--- src/hw/rtl/fifoms_pkg.sv ---
`timescale 1ns / 1ps
// ----------------------------------------------------------------------------
// fifoms_pkg
// Shared types and constants of the FIFO with membership search.
// ----------------------------------------------------------------------------
package fifoms_pkg;

  // Queue geometry
  localparam int unsigned Depth    = 64;
  localparam int unsigned KeyWidth = 64;
  localparam int unsigned IdxW     = (Depth > 1) ? $clog2(Depth) : 1;
  localparam int unsigned CntW     = $clog2(Depth + 1);

  // Fixed field widths of the channels
  localparam int unsigned OpW      = 2;
  localparam int unsigned KeyFieldW = 64;
  localparam int unsigned StatusW  = 2;
  localparam int unsigned OccW     = 7;

  typedef enum logic [OpW-1:0] {
    OpPush = 2'd0,
    OpPop  = 2'd1,
    OpFind = 2'd2
  } opcode_e;

  typedef enum logic [StatusW-1:0] {
    StatusOk    = 2'd0,
    StatusEmpty = 2'd1,
    StatusFull  = 2'd2
  } status_e;

  typedef enum logic [1:0] {
    StIdle,
    StPopRd,
    StScan,
    StEmit
  } state_e;

  typedef logic [IdxW-1:0]     idx_t;
  typedef logic [CntW-1:0]     cnt_t;
  typedef logic [KeyWidth-1:0] key_t;

  // Write port of the entry store
  typedef struct packed {
    logic we;
    idx_t addr;
    key_t data;
  } store_wr_t;

  // One result beat
  typedef struct packed {
    logic [StatusW-1:0]   status;
    logic [KeyFieldW-1:0] popped_key;
    logic                 found;
    logic [OccW-1:0]      occupancy;
  } rsp_t;

  // Circular increment of a queue index
  function automatic idx_t next_idx(idx_t i);
    idx_t r;
    if (i == IdxW'(Depth - 1)) begin
      r = '0;
    end else begin
      r = i + idx_t'(1);
    end
    return r;
  endfunction

endpackage

--- src/hw/rtl/fifoms_store.sv ---
`timescale 1ns / 1ps
// ----------------------------------------------------------------------------
// fifoms_store
// Entry store: one write port, one read port, registered read data.
// ----------------------------------------------------------------------------
module fifoms_store
  import fifoms_pkg::*;
(
  input  logic      clk_i,
  input  store_wr_t wr_i,
  input  idx_t      raddr_i,
  output key_t      rdata_o
);

  key_t mem [Depth];
  key_t rdata_q;

  // Write port
  always_ff @(posedge clk_i) begin
    if (wr_i.we) begin
      mem[wr_i.addr] <= wr_i.data;
    end
  end

  // Read port, registered read data
  always_ff @(posedge clk_i) begin
    rdata_q <= mem[raddr_i];
  end

  assign rdata_o = rdata_q;

endmodule

--- config.mk ---
export PLATFORM = sky130hd
export DESIGN_NAME = fifoms_store
export DESIGN_NICKNAME = d
export VERILOG_FILES = /design/src/hw/rtl/fifoms_pkg.sv /design/src/hw/rtl/fifoms_store.sv
export SDC_FILE = /design/constraint.sdc
export NUM_CORES = 2
export LEC_CHECK = 0
export ABC_AREA = 0
export BUFFER_PORTS_ARGS = -buffer_cell sky130_fd_sc_hd__buf_2
export CORE_ASPECT_RATIO = 1.25
export CORE_UTILIZATION = 60
export DETAILED_ROUTE_END_ITERATION = 10
export PLACE_DENSITY_LB_ADDON = 0.1
export SLEW_MARGIN = 20
export SYNTH_ARGS = -nofsm -noshare
export SYNTH_HDL_FRONTEND = slang
export SYNTH_SLANG_ARGS = --single-unit
--- constraint.sdc ---
create_clock -name clk_i -period 21.2 [get_ports clk_i]
set_input_delay 4.24 -clock clk_i [delete_from_list [all_inputs] [get_ports clk_i]]
set_output_delay 4.24 -clock clk_i [all_outputs]
set_load 0.05 [all_outputs]
; Yosys cells after proc, flatten, opt, wreduce, memory -nomap -nowiden
; Memory sizes are Yosys's and may differ from the RTL's. A register that Yosys moved wholly into a read port is not among the register bits.
; Index checks and enable logic that the tools add are counted.
; W data, S select, Z words.
[word_totals]
ff_bits = 0
ram_bits = 4096
in_bits = 78
out_inout_bits = 64
mem_count = 1
[op_classes]
muxes = 2
[mem_list]
columns = name, words, width, rd, rd_ports_with_merged_regs, wr, line_no
row1 = mem, 64, 64, 1, 1, 1, fifoms_store.sv:15  ; key_t mem [Depth];
[ops]
columns = operator, n
row1 = $mux W1, 2

; Longest topological paths before layout
[logic_depth]
depth_word = 2
depth_mapped = 9
ltp_nobuf = 5

; Worst setup path before layout
; Ideal clock, no wire load.
[synth_path]
path_type = input to register
from = in wr_i[67] (netlist name)
to = mem mem[48][0] (netlist name) (enable)
setup_time_ns = 0.564
t_arrival_ns = 9.112
setup_slack_ns = 11.524
stages = 4
cell_sequence = clkbuf_1 -> nor2b_1 -> nand4b_1 -> nor3_1
[synth_lines]
columns = element, line_no
row1 = "start, declared", fifoms_store.sv:10  ; input store_wr_t wr_i,
row2 = "end, declared", fifoms_store.sv:15
; No word-level cell before the write port.

==> metrics.yaml <==
ys.flop_type: "edfxtp_1"
crit_required_ps: 21980
antenna_found_initial: 30
drtAntennaViolNets: 0
htree_levels: 5
first_iter_violations: 10810
clkPwrFrac_pct: 41.1
slew_violations: 0
synthToLayoutAreaGrowth_pct: 11.67
worst-setup-path-type: "input pin to register"
combinationalPowerShare_pct: 4.8
end_kind: "register"
fin_skew_ps: 37.10
synth_cell_types: 33
dieHeight_um: 572.7
worst_pin_slew_ps: 1231
peakVddDrop_mv: 0.09067
multiInputGateArea_um2: 30790
wl_per_cell_um: 39.67
total_power_mw: 16.89
worstSkewPairLatency_ps: 920
clk_pin_slew_ps: 70
pin_count: 142
run_status: "complete, no violations"
portBuffers: 141
gp_congestion: 0.8125
cts-resized-gates: 0
routed_wl_um: 427400
overflow: 0
period_share_pct: 39.67
layout_commonest_cell: "edfxtp_1"
rows: 209
synth-seq-cells: 4160
route.detailed.drc: 0
setup_viol: 0
min_path_type: "register to register"
pre_cts_ws_ps: 11830
vias_per_cell: 7.087
via_count: 76350
yosys_warnings: 0
clock-sinks: 4160
fillers: 15980
setup_ws_ps: 12790
coreArea_um2: 259100
fin_crit_ps: 8411
wl_met2_um: 209200
p_seq_share_pct: 54.1
synth-async-reset-ratio_pct: 0
fin_nets: 7036
fin_util_pct: 67.37
clockBufferDepth: 4
power_switching_mw: 3.554
cts_setup_buffers: 0
initial_utilization_pct: 60.33
cts_tree: "yes"
worstPathArrival_ps: 9190
top_layer: "met5"
holdBufCountCts: 0
seq_area_um2: 124300
ys_seq_area_share_pct: 79.49
numCtsBuffers: 386
drt-pass1-iter-count: 7
grt_pass1_wl_um: 594200
syn_nets: 6676
grt_usage_pct: 32.93
rsz0062_at_grt: "false"
layout_common_cells: "edfxtp_1, mux4_2, clkbuf_16"
power.leakage_nw: 54.42
power_density_nw_per_um2: 96.77
path_max_fanout: 74
die_area_um2: 262600
final_layout_size_suffix_gt1_share_pct: 27.92
switching_share_pct: 21.03
m1WireLength_um: 154200
syn_area_per_cell_um2: 23.70
die_x_um: 458.6
cts-root-buf: "clkbuf_16"
synth_edf_count: 4096
tns_ps: 0
routed-wl-met3_um: 46960
grt_start_max_net_pins: 135
final_area_um2: 174600
slew_headroom_pct: 17.75
maxCapViolCount: 0
dpl.hpwl_um: 215400
placed_cell_area_um2: 161900
cp-start-kind: "input pin"
synthCells: 6598
synth_area_um2: 156300
fmax_ghz: 0.1189
internal_power_mw: 13.34
hold_violations: 0
grt_pass1_vias: 76450
## power groups by stage
| stage | clock network [mW] | registers, mW | logic (mW) |
|---|---|---|---|
| final | 6.95 | 9.14 | 0.809 |
| after global routing | 7.31 | 9.14 | 0.848 |
| after CTS | 7.01 | 9.14 | 0.808 |
| after detailed placement | 0 | 9.32 | 0.807 |
| after global placement | 0 | 9.31 | 0.792 |
| after floorplan | 0 | 9.36 | 0.424 |
## layout make-up
type                       instances  area share (%)
antenna                           16         0.02293
timing repair buffer             342           1.435
inverter                          19         0.04085
multi-input combinational       2049           17.63
tap                             3481           2.495
clock buffer                     490           5.942
sequential                      4160           71.18
clock inverter                   217           1.248
## Yosys cell counts, types with 45 or more instances
| cell type | n | area share, % |
|---|---|---|
| o22ai_1 | 83 | 0.33 |
| nand2_1 | 58 | 0.14 |
| buf_2 | 170 | 0.54 |
| nor2_1 | 112 | 0.27 |
| and3_1 | 64 | 0.26 |
| mux4_2 | 1024 | 15 |
| a22o_1 | 88 | 0.49 |
| a22oi_1 | 168 | 0.81 |
| dfxtp_1 | 64 | 0.82 |
| clkbuf_1 | 140 | 0.34 |
| edfxtp_1 | 4096 | 79 |
| nand3_1 | 45 | 0.14 |
| mux2i_1 | 135 | 0.86 |
| a211oi_1 | 63 | 0.30 |
## metrics by stage
stage          instances  hold slack, ps
2_1_floorplan       6598           787.8
3_3_place_gp       10040           816.9
3_5_place_dp       10050           814.9
4_1_cts            10750           831.7
5_1_grt            10760           873.4
6_report           10770           834.8
## sequential cells by signal, summed over array words and instances, names as in the netlist
signal / flops
mem: 4096
rdata_o: 64
## worst paths after layout
path                         start  cells past startpoint  slack [ps]                  end
max                     raddr_i[1]                     10       12790  rdata_o[47]$_DFF_P_
min          mem[39][30]$_DFFE_PP_                      4         830  rdata_o[30]$_DFF_P_
max reg2reg  mem[10][12]$_DFFE_PP_                      5       19060  rdata_o[12]$_DFF_P_
min reg2reg  mem[39][30]$_DFFE_PP_                      4         830  rdata_o[30]$_DFF_P_
## layer usage
metal	vias up	track usage, %
met3	867	5.885
met2	4948	52.52
met1	41320	46.57
met5	-	0
li1	29210	-
met4	8	11.59
## cell families (layout without fill, tap and decap cells)
kind of cell / after synthesis / in the layout / share of synthesized area (%)
compound gates: 504 / 504 / 2.477
mux: 1159 / 1159 / 15.61
buf+inv: 389 / 1068 / 1.180
simple gates: 386 / 386 / 1.240
flops: 4160 / 4160 / 79.49
other cells: 0 / 16 / 0
## critical path, cell delays in order
cell and delay (ps):
buf_8 460, buf_4 710, buf_4 820, buf_4 840, buf_4 790, mux4_2 410, mux2i_1 140, o22ai_1 110
a31oi_1 230, a211oi_1 80
Power figures use the tool's default switching activity.
